--- config.mk ---
export PLATFORM = sky130hd
export DESIGN_NAME = flux_pll_bit_separator_top
export DESIGN_NICKNAME = d
export VERILOG_FILES = /design/src/hdl/fpbs_pkg.sv /design/src/hdl/fpbs_front.sv /design/src/hdl/fpbs_queue.sv /design/src/hdl/fpbs_back.sv /design/src/hdl/flux_pll_bit_separator_top.sv
export SDC_FILE = /design/constraint.sdc
export NUM_CORES = 2
export LEC_CHECK = 0
export ABC_AREA = 1
export BUFFER_PORTS_ARGS = -buffer_cell sky130_fd_sc_hd__buf_2
export CAP_MARGIN = 40
export CORE_AREA = 3 3 384 386
export CTS_CLUSTER_SIZE = 16
export DETAILED_ROUTE_END_ITERATION = 12
export DIE_AREA = 0 0 387 389
export SLEW_MARGIN = 30
export SYNTH_ARGS = -nofsm -noshare
export SYNTH_HDL_FRONTEND = slang
export SYNTH_SLANG_ARGS = --single-unit
export TNS_END_PERCENT = 100
--- constraint.sdc ---
create_clock -name aclk -period 10.9 [get_ports aclk]
set_input_delay 2.18 -clock aclk [delete_from_list [all_inputs] [get_ports aclk]]
set_output_delay 2.18 -clock aclk [all_outputs]
set_load 0.005 [all_outputs]
--- src/hdl/fpbs_pkg.sv ---
`timescale 1ns / 1ps

package fpbs_pkg;

    localparam int TS_W       = 32;
    localparam int PERIOD_W   = 28;
    localparam int GAIN_W     = 16;
    localparam int CNT_W      = 5;
    localparam int CFG_IDX_W  = 2;
    localparam int CFG_DATA_W = 28;
    localparam int TDATA_W    = 32;

    // floor(x / 5) = (x * RECIP_5) >> RECIP_SHIFT for any 32-bit x
    localparam int RECIP_W     = 32;
    localparam int RECIP_SHIFT = 34;
    localparam logic [RECIP_W-1:0] RECIP_5 = 32'hCCCC_CCCD;

    localparam logic [PERIOD_W-1:0] NOMINAL_RESET = 28'd3145728;
    localparam logic [GAIN_W-1:0]   GAIN_RESET    = 16'd1311;

    typedef enum logic [CFG_IDX_W-1:0] {
        REG_NOMINAL_CELL = 2'd0,
        REG_FREQ_GAIN    = 2'd1,
        REG_TRACK_ENABLE = 2'd2
    } cfg_reg_t;

    typedef struct packed {
        logic [CNT_W-1:0]    cells;
        logic [PERIOD_W-1:0] period;
    } fpbs_entry_t;

    // floor(4 * r / 5) for a remainder of a division by five
    function automatic logic [2:0] frac4_5(input logic [2:0] r);
        logic [2:0] res;
        case (r)
            3'd2:    res = 3'd1;
            3'd3:    res = 3'd2;
            3'd4:    res = 3'd3;
            default: res = 3'd0;
        endcase
        return res;
    endfunction

endpackage

--- src/hdl/fpbs_front.sv ---
`timescale 1ns / 1ps

module fpbs_front
    import fpbs_pkg::*;
#(
    parameter int FRAC_BITS = 16,
    parameter int MAX_CELLS = 8
) (
    input  logic                  aclk,
    input  logic                  aresetn,
    input  logic                  cfg_wr_en,
    input  logic [CFG_IDX_W-1:0]  cfg_index,
    input  logic [CFG_DATA_W-1:0] cfg_wdata,
    input  logic                  in_valid,
    output logic                  in_ready,
    input  logic [TS_W-1:0]       in_time,
    output logic                  push_valid,
    input  logic                  push_full,
    output fpbs_entry_t           push_entry
);

    localparam int DW    = TS_W + FRAC_BITS;
    localparam int TW    = DW + 1;
    localparam int NW    = $clog2(MAX_CELLS + 1);
    localparam int NPW   = PERIOD_W + NW;
    localparam int ML    = DW / 2;
    localparam int MH    = DW - ML;
    localparam int XW    = DW + GAIN_W;
    localparam int DIG   = 8;
    localparam int STEPS = (DW + DIG - 1) / DIG;
    localparam int DIVW  = STEPS * DIG;
    localparam int SCW   = $clog2(STEPS);
    localparam int SW    = DIVW + 2;
    localparam int QW    = PERIOD_W + RECIP_W - RECIP_SHIFT;

    typedef enum logic [9:0] {
        ST_IDLE   = 10'b0000000001,
        ST_COUNT  = 10'b0000000010,
        ST_ERR    = 10'b0000000100,
        ST_MUL_LO = 10'b0000001000,
        ST_MUL_HI = 10'b0000010000,
        ST_SUM    = 10'b0000100000,
        ST_DIV    = 10'b0001000000,
        ST_UPD    = 10'b0010000000,
        ST_CLAMP  = 10'b0100000000,
        ST_PUSH   = 10'b1000000000
    } state_t;

    state_t                state_reg, state_next;
    logic [TS_W-1:0]       prev_time_reg;
    logic [PERIOD_W-1:0]   period_reg;
    logic [PERIOD_W-1:0]   nominal_reg;
    logic [GAIN_W-1:0]     gain_reg;
    logic                  track_reg;

    logic [DW-1:0]         d_reg;
    logic [TW-1:0]         thr_reg;
    logic [NPW-1:0]        np_reg;
    logic [NW-1:0]         n_reg;
    logic [DW-1:0]         mag_reg;
    logic                  neg_reg;
    logic [ML+GAIN_W-1:0]  plo_reg;
    logic [MH+GAIN_W-1:0]  phi_reg;
    logic [DIVW-1:0]       quo_reg;
    logic [NW-1:0]         rem_reg;
    logic [SCW-1:0]        step_reg;
    logic [SW-1:0]         psum_reg;

    logic [PERIOD_W-1:0]   nom_d_reg;
    logic [QW-1:0]         nq_reg;
    logic [PERIOD_W-1:0]   lo_reg;
    logic [PERIOD_W-1:0]   hi_reg;

    logic                  count_more;
    logic [DW:0]           err_u;
    logic [DW:0]           err_abs;
    logic [MH-1:0]         mul_a;
    logic [MH+GAIN_W-1:0]  mul_p;
    logic [XW-1:0]         x_sum;
    logic [NW-1:0]         div_rem;
    logic [NW:0]           div_try;
    logic [DIG-1:0]        div_digit;
    logic [DIG-1:0]        div_bits;
    logic [SW-1:0]         psum_next;
    logic [SW-1:0]         lo_ext;
    logic [SW-1:0]         hi_ext;
    logic [PERIOD_W-1:0]   clamp_val;
    logic [PERIOD_W+RECIP_W-1:0] div5_prod;
    logic [PERIOD_W-1:0]   five_q;
    logic [2:0]            rem5;
    logic [PERIOD_W-1:0]   lo_next;
    logic [PERIOD_W:0]     hi_raw;
    logic [PERIOD_W-1:0]   hi_next;

    assign in_ready         = (state_reg == ST_IDLE);
    assign push_valid       = (state_reg == ST_PUSH);
    assign push_entry.cells  = CNT_W'(n_reg);
    assign push_entry.period = period_reg;

    // next whole cell fits while 2*D >= (2n+1)*P
    assign count_more = (n_reg < NW'(MAX_CELLS)) && ({d_reg, 1'b0} >= thr_reg);

    assign err_u   = {1'b0, d_reg} - (DW+1)'(np_reg);
    assign err_abs = err_u[DW] ? (~err_u + 1'b1) : err_u;

    // one multiplier, low half of the error first, then the high half
    assign mul_a = (state_reg == ST_MUL_LO) ? MH'(mag_reg[ML-1:0]) : mag_reg[DW-1:ML];
    assign mul_p = mul_a * gain_reg;
    assign x_sum = {phi_reg, {ML{1'b0}}} + XW'(plo_reg);

    // eight quotient bits per cycle, divisor is the cell count
    always_comb begin
        div_rem   = rem_reg;
        div_digit = quo_reg[DIVW-1 -: DIG];
        div_bits  = '0;
        div_try   = '0;
        for (int i = DIG - 1; i >= 0; i--) begin
            div_try = {div_rem, div_digit[i]};
            if (div_try >= {1'b0, n_reg}) begin
                div_rem     = NW'(div_try - {1'b0, n_reg});
                div_bits[i] = 1'b1;
            end else begin
                div_rem = div_try[NW-1:0];
            end
        end
    end

    assign psum_next = neg_reg ? (SW'(period_reg) - SW'(quo_reg))
                               : (SW'(period_reg) + SW'(quo_reg));
    assign lo_ext    = SW'(lo_reg);
    assign hi_ext    = SW'(hi_reg);

    always_comb begin
        if ($signed(psum_reg) < $signed(lo_ext)) begin
            clamp_val = lo_reg;
        end else if ($signed(psum_reg) > $signed(hi_ext)) begin
            clamp_val = hi_reg;
        end else begin
            clamp_val = psum_reg[PERIOD_W-1:0];
        end
    end

    // period limits follow the nominal register through nom_d_reg/nq_reg, then lo_reg/hi_reg
    assign div5_prod = nominal_reg * RECIP_5;
    assign five_q    = PERIOD_W'({nq_reg, 2'b00}) + PERIOD_W'(nq_reg);
    assign rem5      = 3'(nom_d_reg - five_q);
    assign lo_next   = PERIOD_W'({nq_reg, 2'b00}) + PERIOD_W'(frac4_5(rem5));
    assign hi_raw    = (PERIOD_W+1)'({nq_reg, 2'b00}) + (PERIOD_W+1)'({nq_reg, 1'b0})
                     + (PERIOD_W+1)'(rem5);
    assign hi_next   = hi_raw[PERIOD_W] ? {PERIOD_W{1'b1}} : hi_raw[PERIOD_W-1:0];

    always_comb begin
        state_next = state_reg;
        case (state_reg)
            ST_IDLE:   if (in_valid) state_next = ST_COUNT;
            ST_COUNT: begin
                if (!count_more) state_next = track_reg ? ST_ERR : ST_PUSH;
            end
            ST_ERR:    state_next = ST_MUL_LO;
            ST_MUL_LO: state_next = ST_MUL_HI;
            ST_MUL_HI: state_next = ST_SUM;
            ST_SUM:    state_next = ST_DIV;
            ST_DIV:    if (step_reg == '0) state_next = ST_UPD;
            ST_UPD:    state_next = ST_CLAMP;
            ST_CLAMP:  state_next = ST_PUSH;
            ST_PUSH:   if (!push_full) state_next = ST_IDLE;
            default:   state_next = ST_IDLE;
        endcase
    end

    always_ff @(posedge aclk) begin
        if (!aresetn) begin
            state_reg     <= ST_IDLE;
            prev_time_reg <= '0;
            period_reg    <= NOMINAL_RESET;
            nominal_reg   <= NOMINAL_RESET;
            gain_reg      <= GAIN_RESET;
            track_reg     <= 1'b1;
        end else begin
            state_reg <= state_next;
            if (in_valid && in_ready) begin
                prev_time_reg <= in_time;
            end
            if (cfg_wr_en) begin
                case (cfg_index)
                    REG_NOMINAL_CELL: begin
                        nominal_reg <= cfg_wdata[PERIOD_W-1:0];
                        period_reg  <= cfg_wdata[PERIOD_W-1:0];
                    end
                    REG_FREQ_GAIN:    gain_reg  <= cfg_wdata[GAIN_W-1:0];
                    REG_TRACK_ENABLE: track_reg <= cfg_wdata[0];
                    default: ;
                endcase
            end else if (state_reg == ST_CLAMP) begin
                period_reg <= clamp_val;
            end
        end
    end

    always_ff @(posedge aclk) begin
        nom_d_reg <= nominal_reg;
        nq_reg    <= div5_prod[PERIOD_W+RECIP_W-1:RECIP_SHIFT];
        lo_reg    <= lo_next;
        hi_reg    <= hi_next;

        case (state_reg)
            ST_IDLE: begin
                if (in_valid) begin
                    d_reg   <= {in_time - prev_time_reg, {FRAC_BITS{1'b0}}};
                    thr_reg <= TW'({period_reg, 1'b0}) + TW'(period_reg);
                    np_reg  <= NPW'(period_reg);
                    n_reg   <= NW'(1);
                end
            end
            ST_COUNT: begin
                if (count_more) begin
                    n_reg   <= n_reg + 1'b1;
                    thr_reg <= thr_reg + TW'({period_reg, 1'b0});
                    np_reg  <= np_reg + NPW'(period_reg);
                end
            end
            ST_ERR: begin
                mag_reg <= err_abs[DW-1:0];
                neg_reg <= err_u[DW];
            end
            ST_MUL_LO: plo_reg <= mul_p[ML+GAIN_W-1:0];
            ST_MUL_HI: phi_reg <= mul_p;
            ST_SUM: begin
                quo_reg  <= DIVW'(x_sum[XW-1:GAIN_W]);
                rem_reg  <= '0;
                step_reg <= SCW'(STEPS - 1);
            end
            ST_DIV: begin
                quo_reg  <= {quo_reg[DIVW-DIG-1:0], div_bits};
                rem_reg  <= div_rem;
                step_reg <= step_reg - 1'b1;
            end
            ST_UPD:  psum_reg <= psum_next;
            default: ;
        endcase
    end

`ifndef SYNTHESIS
    a_push_cells: assert property (@(posedge aclk) disable iff (!aresetn)
        push_valid |-> (n_reg != '0) && (n_reg <= NW'(MAX_CELLS)))
        else $error("front: cell count out of range at push");

    a_accept_count: assert property (@(posedge aclk) disable iff (!aresetn)
        (in_valid && in_ready) |=> (state_reg == ST_COUNT) && (n_reg == NW'(1)))
        else $error("front: count did not start at one cell");
`endif

endmodule

--- src/hdl/fpbs_queue.sv ---
`timescale 1ns / 1ps

module fpbs_queue
    import fpbs_pkg::*;
(
    input  logic        aclk,
    input  logic        aresetn,
    input  logic        push_valid,
    input  fpbs_entry_t push_entry,
    output logic        full,
    input  logic        pop_req,
    output logic        pop_valid,
    output fpbs_entry_t pop_entry
);

    localparam int DEPTH = 2;
    localparam int AW    = $clog2(DEPTH);

    fpbs_entry_t     entries_reg [DEPTH];
    logic [AW-1:0]   wr_ptr_reg;
    logic [AW-1:0]   rd_ptr_reg;
    logic [AW:0]     count_reg;
    logic            do_push;
    logic            do_pop;

    assign full      = (count_reg == (AW+1)'(DEPTH));
    assign pop_valid = (count_reg != '0);
    assign pop_entry = entries_reg[rd_ptr_reg];
    assign do_push   = push_valid && !full;
    assign do_pop    = pop_req && pop_valid;

    always_ff @(posedge aclk) begin
        if (!aresetn) begin
            wr_ptr_reg <= '0;
            rd_ptr_reg <= '0;
            count_reg  <= '0;
        end else begin
            if (do_push) wr_ptr_reg <= wr_ptr_reg + 1'b1;
            if (do_pop)  rd_ptr_reg <= rd_ptr_reg + 1'b1;
            if (do_push && !do_pop) begin
                count_reg <= count_reg + 1'b1;
            end else if (do_pop && !do_push) begin
                count_reg <= count_reg - 1'b1;
            end
        end
    end

    always_ff @(posedge aclk) begin
        if (do_push) entries_reg[wr_ptr_reg] <= push_entry;
    end

`ifndef SYNTHESIS
    a_pop_nonempty: assert property (@(posedge aclk) disable iff (!aresetn)
        pop_req |-> (count_reg != '0) && (count_reg <= (AW+1)'(DEPTH)))
        else $error("queue: pop from empty queue");
`endif

endmodule

--- src/hdl/fpbs_back.sv ---
`timescale 1ns / 1ps

module fpbs_back
    import fpbs_pkg::*;
(
    input  logic                aclk,
    input  logic                aresetn,
    input  logic                q_valid,
    input  fpbs_entry_t         q_entry,
    output logic                q_pop,
    output logic                out_valid,
    input  logic                out_ready,
    output logic                out_bit,
    output logic [PERIOD_W-1:0] out_period
);

    logic                busy_reg;
    logic [CNT_W-1:0]    cnt_reg;
    logic [PERIOD_W-1:0] per_reg;
    logic                out_valid_reg;
    logic                out_bit_reg;
    logic [PERIOD_W-1:0] out_period_reg;
    logic                emit;
    logic                finish;

    // output register frees when empty or being taken this cycle
    assign emit   = busy_reg && (!out_valid_reg || out_ready);
    assign finish = emit && (cnt_reg == CNT_W'(1));
    assign q_pop  = q_valid && (!busy_reg || finish);

    assign out_valid  = out_valid_reg;
    assign out_bit    = out_bit_reg;
    assign out_period = out_period_reg;

    always_ff @(posedge aclk) begin
        if (!aresetn) begin
            busy_reg      <= 1'b0;
            out_valid_reg <= 1'b0;
        end else begin
            if (q_pop) begin
                busy_reg <= 1'b1;
            end else if (finish) begin
                busy_reg <= 1'b0;
            end
            if (emit) begin
                out_valid_reg <= 1'b1;
            end else if (out_ready) begin
                out_valid_reg <= 1'b0;
            end
        end
    end

    always_ff @(posedge aclk) begin
        if (q_pop) begin
            cnt_reg <= q_entry.cells;
            per_reg <= q_entry.period;
        end else if (emit) begin
            cnt_reg <= cnt_reg - 1'b1;
        end
        if (emit) begin
            // the transition lands in the final cell of the run
            out_bit_reg    <= (cnt_reg == CNT_W'(1));
            out_period_reg <= per_reg;
        end
    end

`ifndef SYNTHESIS
    a_busy_count: assert property (@(posedge aclk) disable iff (!aresetn)
        busy_reg |-> (cnt_reg != '0))
        else $error("back: run counter empty while busy");
`endif

endmodule

--- src/hdl/flux_pll_bit_separator_top.sv ---
`timescale 1ns / 1ps

// Flux bit separator: each s_ item is the absolute sample tick of one flux transition.
// The block divides the gap to the previous transition by a tracked cell period
// (unsigned Q.FRAC_BITS ticks), rounds to 1..MAX_CELLS cells and emits one m_ item
// per cell: zeros, then a one flagged with tlast, each carrying the period after
// this transition's update. With tracking on the period moves by the gain-weighted
// timing error over the cell count, held within 0.8x..1.2x of nominal_cell;
// writing nominal_cell reloads the period. In the front end a transition passes the
// one-compare-per-cell count loop and, with tracking on, the shared multiplier and the
// eight-bit-per-cycle divider. A two-entry queue lets the output side emit one bit per
// cycle while m_tready stays high and the next gap is measured.

module flux_pll_bit_separator_top
    import fpbs_pkg::*;
#(
    parameter int FRAC_BITS = 16,
    parameter int MAX_CELLS = 8
) (
    input  logic                  aclk,
    input  logic                  aresetn,
    input  logic                  cfg_wr_en,
    input  logic [CFG_IDX_W-1:0]  cfg_index,
    input  logic [CFG_DATA_W-1:0] cfg_wdata,
    input  logic                  s_tvalid,
    output logic                  s_tready,
    input  logic [TS_W-1:0]       s_tdata,   // [31:0] timestamp
    output logic                  m_tvalid,
    input  logic                  m_tready,
    output logic [TDATA_W-1:0]    m_tdata,   // [0] cell_bit, [28:1] tracked_period
    output logic                  m_tlast
);

    logic                push_valid;
    logic                push_full;
    fpbs_entry_t         push_entry;
    logic                q_valid;
    logic                q_pop;
    fpbs_entry_t         q_entry;
    logic                out_bit;
    logic [PERIOD_W-1:0] out_period;

    fpbs_front #(
        .FRAC_BITS (FRAC_BITS),
        .MAX_CELLS (MAX_CELLS)
    ) u_front (
        .aclk       (aclk),
        .aresetn    (aresetn),
        .cfg_wr_en  (cfg_wr_en),
        .cfg_index  (cfg_index),
        .cfg_wdata  (cfg_wdata),
        .in_valid   (s_tvalid),
        .in_ready   (s_tready),
        .in_time    (s_tdata),
        .push_valid (push_valid),
        .push_full  (push_full),
        .push_entry (push_entry)
    );

    fpbs_queue u_queue (
        .aclk       (aclk),
        .aresetn    (aresetn),
        .push_valid (push_valid),
        .push_entry (push_entry),
        .full       (push_full),
        .pop_req    (q_pop),
        .pop_valid  (q_valid),
        .pop_entry  (q_entry)
    );

    fpbs_back u_back (
        .aclk       (aclk),
        .aresetn    (aresetn),
        .q_valid    (q_valid),
        .q_entry    (q_entry),
        .q_pop      (q_pop),
        .out_valid  (m_tvalid),
        .out_ready  (m_tready),
        .out_bit    (out_bit),
        .out_period (out_period)
    );

    assign m_tdata = {{(TDATA_W-PERIOD_W-1){1'b0}}, out_period, out_bit};
    assign m_tlast = out_bit;

endmodule
# After elaboration in Yosys (flattened, before gate mapping)
# Memories as Yosys holds them, arrays and structs flattened. A register that Yosys moved wholly into a read port is not among the register bits.
# Index checks and enable logic that the tools add are counted.
[classes]
n_addsub = 29
multipliers = 2
n_div = 0
order_cmp = 12
n_eq_ne = 23
shift = 0
mux = 55
bitwise = 1
reduce_logical = 33
[ops]
columns = ["cell", "n"]
rows = [
  ["$mux W28", 5],
  ["$pmux W10 S10", 1],
  ["$mux W49", 2],
  ["$pmux W49 S2", 1],
  ["$pmux W48 S2", 1],
  ["$add A64 B40 Y64", 1],
  ["$mux W32", 2],
  ["$pmux W32 S2", 1],
  ["$mul A28 B32 Y60 const B", 1],
  ["$gt A50 B29 Y1", 1],
  ["$lt A50 B29 Y1", 1],
  ["$mux W10", 5],
  ["$mux W50", 1],
  ["$add A28 B48 Y49", 1],
  ["$add A49 B29 Y49", 1],
  ["$ge A49 B49 Y1", 1],
  ["$sub A28 B48 Y49", 1],
  ["$sub A48 B32 Y49", 1],
  ["$add A48 B1 Y48 const B", 1],
  ["$mux W48", 1],
  ["$not A48 Y48", 1],
  ["$ge A5 B4 Y1", 8],
  ["$mul A24 B16 Y40", 1],
  ["$mux W4", 10],
  ["49 further kinds", 105],
]
[totals]
ff_bits = 619
latchBits = 0
mem_bits_rw = 64
mem_bits_ro = 0
input_bits = 67
out_inout_bits = 35
word_cells = 187
memories = 1
[mem_list]
columns = ["name", "words", "word_bits", "read_ports", "rd_ports_with_merged_regs", "write_ports", "line", "rtl"]
rows = [
  ["u_queue.entries_reg", 2, 32, 1, 1, 1, "fpbs_queue.sv:19", "fpbs_entry_t entries_reg [DEPTH];"],
]

# Depth between registers and ports, before layout
[depth]
ltp_word = 17
mapped_depth = 78
depth_no_buf = 78

# Cells and area by module
# A second synthesis with hierarchy kept.
[unflattened]
hier_cells = 7589
area_unflattened_um2 = 64409.3
[modules_own_cells]
columns = ["mod", "instances", "cells_per_inst", "area_per_inst_um2", "seq_area_each_um2"]
rows = [
  ["fpbs_front", 1, 7332, 59445.8, 14063.5],
  ["fpbs_queue", 1, 140, 2782.7, 2082.0],
  ["fpbs_back", 1, 112, 2147.1, 1901.8],
  ["flux_pll_bit_separator_top", 1, 5, 33.8, 0.0],
]

# Worst setup path after synthesis
# OpenSTA, ideal clock, no wires.
[synth_path]
kind = "reg2reg"
startpoint = "reg u_front.n_reg[1]"
endpoint = "reg u_front.rem_reg[3] (data pin)"
setup_time_ps = 250
arrival_time_ps = 11241
required_time_ps = 10650
path_slack_ps = -591
path_stages_with_launch = 75
path_buffers = 0
synth_period_minus_slack_ps = 11491
cell_sequence = "edfxtp_1 -> inv_1 -> ha_1 -> nand2_2 -> nor2_2 -> nor2_2 -> nand2_2 -> nand2_1 -> nand2_1 -> ha_1 -> a21oi_1 -> o21bai_1 -> a21oi_2 -> nand2_4 -> nand2_1 -> nand2_1 -> ha_1 -> inv_1 -> (+39 left out) -> a21oi_1 -> inv_1 -> nor2_1 -> nor2_1 -> a211oi_1 -> nand3_4 -> o21ai_1 -> ha_1 -> nand2_1 -> nor2_1 -> a211oi_1 -> nor2_1 -> nor3_1 -> inv_1 -> nor2_1 -> nand3_1 -> nand2_1 -> nor2_1"
[synth_via]
elab_chain_cells = 17
elab_cells_between_ends = 25
classes_between = "add/sub (8); order compare (8); mux (9)"
[synth_rtl]
columns = ["item", "line", "rtl"]
rows = [
  ["start: declaration", "fpbs_front.sv:59", "logic [NW-1:0] n_reg;"],
  ["start signal: assignment", "fpbs_front.sv:217", "n_reg <= n_reg + 1'b1;"],
  ["$sub A4 B4 Y4 / $ge A5 B4 Y1 (equally long branches)", "fpbs_front.sv:120, fpbs_front.sv:119", ""],
  ["$mux W4", "fpbs_front.sv:119", "if (div_try >= {1'b0, n_reg}) begin"],
  ["$sub A4 B4 Y4 / $ge A5 B4 Y1 (equally long branches)", "fpbs_front.sv:120, fpbs_front.sv:119", ""],
  ["$mux W4", "fpbs_front.sv:119", ""],
  ["$sub A4 B4 Y4 / $ge A5 B4 Y1 (equally long branches)", "fpbs_front.sv:120, fpbs_front.sv:119", ""],
  ["$mux W4", "fpbs_front.sv:119", ""],
  ["$ge A5 B4 Y1 / $sub A4 B4 Y4 (equally long branches)", "fpbs_front.sv:119, fpbs_front.sv:120", ""],
  ["$mux W4", "fpbs_front.sv:119", ""],
  ["$sub A4 B4 Y4 / $ge A5 B4 Y1 (equally long branches)", "fpbs_front.sv:120, fpbs_front.sv:119", ""],
  ["$mux W4", "fpbs_front.sv:119", ""],
  ["$sub A4 B4 Y4 / $ge A5 B4 Y1 (equally long branches)", "fpbs_front.sv:120, fpbs_front.sv:119", ""],
  ["$mux W4", "fpbs_front.sv:119", ""],
  ["$ge A5 B4 Y1 / $sub A4 B4 Y4 (equally long branches)", "fpbs_front.sv:119, fpbs_front.sv:120", ""],
  ["$mux W4", "fpbs_front.sv:119", ""],
  ["$sub A4 B4 Y4 / $ge A5 B4 Y1 (equally long branches)", "fpbs_front.sv:120, fpbs_front.sv:119", ""],
  ["$mux W4 (*)", "fpbs_front.sv:119", ""],
  ["$pmux W4 S2 (*)", "fpbs_front.sv:206", "case (state_reg)"],
  ["end signal: assignment", "fpbs_front.sv:235", "rem_reg <= div_rem;"],
  ["end: declaration", "fpbs_front.sv:65", "logic [NW-1:0] rem_reg;"],
]
# Every way passes the cells marked *; elsewhere a longest branch is shown, timed or not.
# A chain may end at the register's enable or synchronous reset.

# Worst setup path in the final report
[layout_path]
startpoint = "reg u_front.quo_reg[47]"
endpoint = "reg u_front.rem_reg[1] (data pin)"
[layout_via]
elab_chain_cells = 17
elab_cells_between_ends = 25
classes_between = "add/sub (8); order compare (8); mux (9)"
[layout_rtl]
columns = ["item", "line", "rtl"]
rows = [
  ["start: declaration", "fpbs_front.sv:64", "logic [DIVW-1:0] quo_reg;"],
  ["start signal: assignment", "fpbs_front.sv:229", "quo_reg <= DIVW'(x_sum[XW-1:GAIN_W]);"],
  ["start signal: assignment", "fpbs_front.sv:234", "quo_reg <= {quo_reg[DIVW-DIG-1:0], div_bits};"],
  ["$sub A4 B4 Y4 / $ge A5 B4 Y1 (equally long branches)", "fpbs_front.sv:120, fpbs_front.sv:119", ""],
  ["$mux W4 (*)", "fpbs_front.sv:119", ""],
  ["$sub A4 B4 Y4 / $ge A5 B4 Y1 (equally long branches)", "fpbs_front.sv:120, fpbs_front.sv:119", ""],
  ["$mux W4 (*)", "fpbs_front.sv:119", ""],
  ["$sub A4 B4 Y4 / $ge A5 B4 Y1 (equally long branches)", "fpbs_front.sv:120, fpbs_front.sv:119", ""],
  ["$mux W4 (*)", "fpbs_front.sv:119", ""],
  ["$sub A4 B4 Y4 / $ge A5 B4 Y1 (equally long branches)", "fpbs_front.sv:120, fpbs_front.sv:119", ""],
  ["$mux W4 (*)", "fpbs_front.sv:119", ""],
  ["$ge A5 B4 Y1 / $sub A4 B4 Y4 (equally long branches)", "fpbs_front.sv:119, fpbs_front.sv:120", ""],
  ["$mux W4 (*)", "fpbs_front.sv:119", ""],
  ["$sub A4 B4 Y4 / $ge A5 B4 Y1 (equally long branches)", "fpbs_front.sv:120, fpbs_front.sv:119", ""],
  ["$mux W4 (*)", "fpbs_front.sv:119", ""],
  ["$ge A5 B4 Y1 / $sub A4 B4 Y4 (equally long branches)", "fpbs_front.sv:119, fpbs_front.sv:120", ""],
  ["$mux W4 (*)", "fpbs_front.sv:119", ""],
  ["$sub A4 B4 Y4 / $ge A5 B4 Y1 (equally long branches)", "fpbs_front.sv:120, fpbs_front.sv:119", ""],
  ["$mux W4 (*)", "fpbs_front.sv:119", ""],
  ["$pmux W4 S2 (*)", "fpbs_front.sv:206", ""],
]
# Marked as above.

==> summary.txt <==
Timing
  – Final setup violation count: 0
  – Slew at the pin with the worst max-slew slack: slightly above 0.9 ns
  – Final Hold Vio Count: 0
  – Max-slew violations: 0
  – Final Critical Period: between 10 and 15 ns
  – Setup_tns: 0 ns
  – Fin crit share: 0.957
  – Fin worst setup slack: ~0.47 ns
  – Worst slew margin: 0.382
  – Max Fclk: between 90 and 100 MHz
  – Final setup skew: 0.0400 ns

Route
  – Total wire length after detailed routing: 189,000 um
  – Number of remaining DRC errors: 0
  – Number of iterations in the first detailed-routing pass: 8
  – Routed length per instance: 19.2 um
  – Initial DRC Count: between 3,000 and 4,000
  – Vias per cell: ~5.3
  – Antenna-violating nets left: 0
  – Overall via count from detail_route: slightly above 50,000

Place
  – IO Port Bufs: ~100
  – Detailed placement HPWL: around 150,000 um
  – Final weighted congestion in routability-driven placement: ~0.95
  – Worst setup slack after placement: -0.218 ns
  – Post-place instance area: about 0.068 mm2

Setup path
  – Worst Reg2Reg Path Length in Cells: 68
  – Worst Path Max Fanout: 8
  – Kind of cell adding the most delay to the critical path: simple AND/OR/NAND/NOR gates
  – Worst EP arrival: 10.86 ns
  – Type of destination of the critical path: flip-flop
  – Critical Path Stages: 68
  – Buffers plus inverters on the worst setup path: 11
  – Startpoint type of the worst setup path: flip-flop
  – Required time at the worst-slack endpoint: around 11 ns
  – Highest cell delay on the worst timing path: 0.52 ns
  – Critical path class: flip-flop to flip-flop
  – CP most frequent cell: sky130_fd_sc_hd__nor2_1
  – Crit path max-delay cell type: sky130_fd_sc_hd__fa_2
  – Minimum setup slack among reg-to-reg paths: around 0.47 ns

CTS
  – Clock tree buffer depth: 3
  – Number of buffers created by CTS: 80
  – Worst-path clk slew: 0.06 ns
  – Number of hold buffers added after cts: 0
  – CTS tree: done
  – Number of clock sinks: between 600 and 700
  – H-Tree Level Count: 3
  – CTS Root Cell: sky130_fd_sc_hd__clkbuf_16
  – Insertion delay to the later sink of the worst-skew pair: 0.71 ns

Synth
  – Unique cell type count in the Yosys netlist: 66
  – Netlist area before placement: approximately 0.065 mm2
  – Mean area per synthesized cell: approximately 8.4 um2
  – Leading cell types by total area after synthesis: sky130_fd_sc_hd__edfxtp_1 21%, sky130_fd_sc_hd__fa_1 16%, sky130_fd_sc_hd__ha_1 14%
  – Cell taking the most area after synthesis: sky130_fd_sc_hd__edfxtp_1
  – Share of Yosys cell area claimed by the top area cell type: 0.214
  – Flop and latch count out of synthesis: between 600 and 700
  – EDFF count, synth: around 460
  – Share of flip-flops with an asynchronous set or reset: 0
  – Share of the yosys chip area belonging to registers: 0.278
  – Ys flop type: sky130_fd_sc_hd__edfxtp_1
  – Cell count after synthesis: just under 8,000
  – Synth Warn #: 0

Cells and area
  – Layout net count: between 9,000 and 10,000
  – Layout Area Growth over Synthesis: 9.76%
  – Count of filler cells inserted in the layout: approximately 14,000
  – Fraction of final layout cells sized beyond drive strength 1: 0.0652
  – ANT cells: 0
  – Multi-input gate area: 0.0411 mm2
  – Max reg flops: 64
  – Final standard cell area without fillers: ~0.07 mm2
  – Footprint of the flip-flops and latches: 0.0180 mm2
  – Commonest non-fill, non-tap cells in the layout: 1,445 x sky130_fd_sc_hd__inv_1, 1,321 x sky130_fd_sc_hd__nand2_1, 718 x sky130_fd_sc_hd__ha_1, 600 x sky130_fd_sc_hd__nor2_1, 573 x sky130_fd_sc_hd__a21oi_1
  – Most common cell after layout, fill and taps aside: sky130_fd_sc_hd__inv_1

Global route
  – Wire length of the first global-routing pass: about 300,000 um
  – Maximum number of pins on one net before global-route repair: between 70 and 80
  – Via count of the first global-routing pass: ~51,000
  – Initial antenna violation count: 6
  – Total congestion overflow after global routing: 0
  – Global router's overall resource usage: 0.250

Floorplanning
  – Die span in y: 389 um
  – Cell Rows: roughly 140
  – Full die area: 0.151 mm2
  – Initial Util: 0.451
  – Core area: 0.144 mm2
  – Die X-Extent: 387 um
  – Total I/O pin count: 102

Hold path
  – Hold/Removal Path Class: flip-flop to flip-flop
  – Worst hold path stage count: 0

Outcome
  – Run status: finished clean

Run
  – Number of maximum-capacitance constraint violations: 0
cell families (layout without fill, tap and decap cells):
kind of cell | after synthesis | after routing | synth area share
mux | 11 | 11 | 0.00181
xor+xnor | 337 | 337 | 0.0455
fa+ha+maj | 1269 | 1269 | 0.307
compound gates | 1375 | 1375 | 0.117
simple gates | 2413 | 2413 | 0.155
flops | 668 | 668 | 0.278
buf+inv | 1645 | 1826 | 0.0956
other cells | 1 | 3 | 0.0000579
worst paths after layout:
| kind | start | end |
|---|---|---|
| hold reg to reg | u_front.nq_reg[10]$_DFF_P_ | u_front.lo_reg[12]$_DFF_P_ |
| hold / removal | u_front.nq_reg[10]$_DFF_P_ | u_front.lo_reg[12]$_DFF_P_ |
| setup / recovery | u_front.quo_reg[47]$_DFFE_PP_ | u_front.rem_reg[1]$_SDFFCE_PN0P_ |
| setup reg to reg | u_front.quo_reg[47]$_DFFE_PP_ | u_front.rem_reg[1]$_SDFFCE_PN0P_ |
timing repair:
| action | 4_1_cts | 5_1_grt |
|---|---|---|
| endpoints found under the setup margin | 5 | 5 |
| setup buffers | 1 | 18 |
| pin swaps | 1 | 39 |
| resized for setup | 3 | 67 |
layer usage:
metal  up-vias  GRT usage  part of all wire
li1      25200          -                 -
met1     24700      0.352              0.46
met2      1495      0.396              0.45
met3       250     0.0454             0.067
met4         0     0.0654             0.027
met5         -          0                 0
worst reg2reg max path, delay by kind of cell, from the launching register on:
kind | cells | cell delay [ns]
adder cells (fa/ha/maj) | 9 | 2.37
AO/OA/AOI/OAI | 13 | 2.58
AND/OR/NAND/NOR | 35 | 3.66
buffers and inverters | 11 | 1.14
flip-flops | 1 | 0.41
through the flow:
stage / instances / hold WS (ns) / utilization
after global placement: 9621 / 0.371 / 0.471
after floorplan: 7721 / 0.358 / -
after global routing: 9805 / 0.395 / 0.495
final: 9805 / 0.380 / 0.495
after detailed placement: 9627 / 0.373 / 0.471
after CTS: 9776 / 0.382 / 0.490
cells in the mapped netlist, types with 23 or more instances:
cell type and number:
sky130_fd_sc_hd__a31oi_1 52, sky130_fd_sc_hd__edfxtp_1 461, sky130_fd_sc_hd__or2_2 36, sky130_fd_sc_hd__inv_1 1455
sky130_fd_sc_hd__o21ai_1 29, sky130_fd_sc_hd__nand2_1 1337, sky130_fd_sc_hd__fa_1 534, sky130_fd_sc_hd__dfxtp_1 207
sky130_fd_sc_hd__clkbuf_1 157, sky130_fd_sc_hd__ha_1 735, sky130_fd_sc_hd__o21ai_0 472, sky130_fd_sc_hd__o21a_1 60
sky130_fd_sc_hd__o21bai_1 24, sky130_fd_sc_hd__a21oi_1 581, sky130_fd_sc_hd__nor3_1 96, sky130_fd_sc_hd__xor2_1 227
sky130_fd_sc_hd__o211ai_1 31, sky130_fd_sc_hd__a21o_1 23, sky130_fd_sc_hd__nor2_1 607, sky130_fd_sc_hd__xnor2_1 110
sky130_fd_sc_hd__nand3_1 179, sky130_fd_sc_hd__nor4_1 31, sky130_fd_sc_hd__nand4_1 61
cell type report:
cell class	instances	area share
clock inverter	42	0.00730
clock buffer	106	0.0305
inverter	1465	0.0773
tap	1903	0.0335
multi-input combinational	5408	0.578
timing repair buffer	213	0.0206
sequential	668	0.253
Power is left out: the tool's default activity adds up to more than one toggle a clock period on the data nets, which glitch-free logic cannot reach.
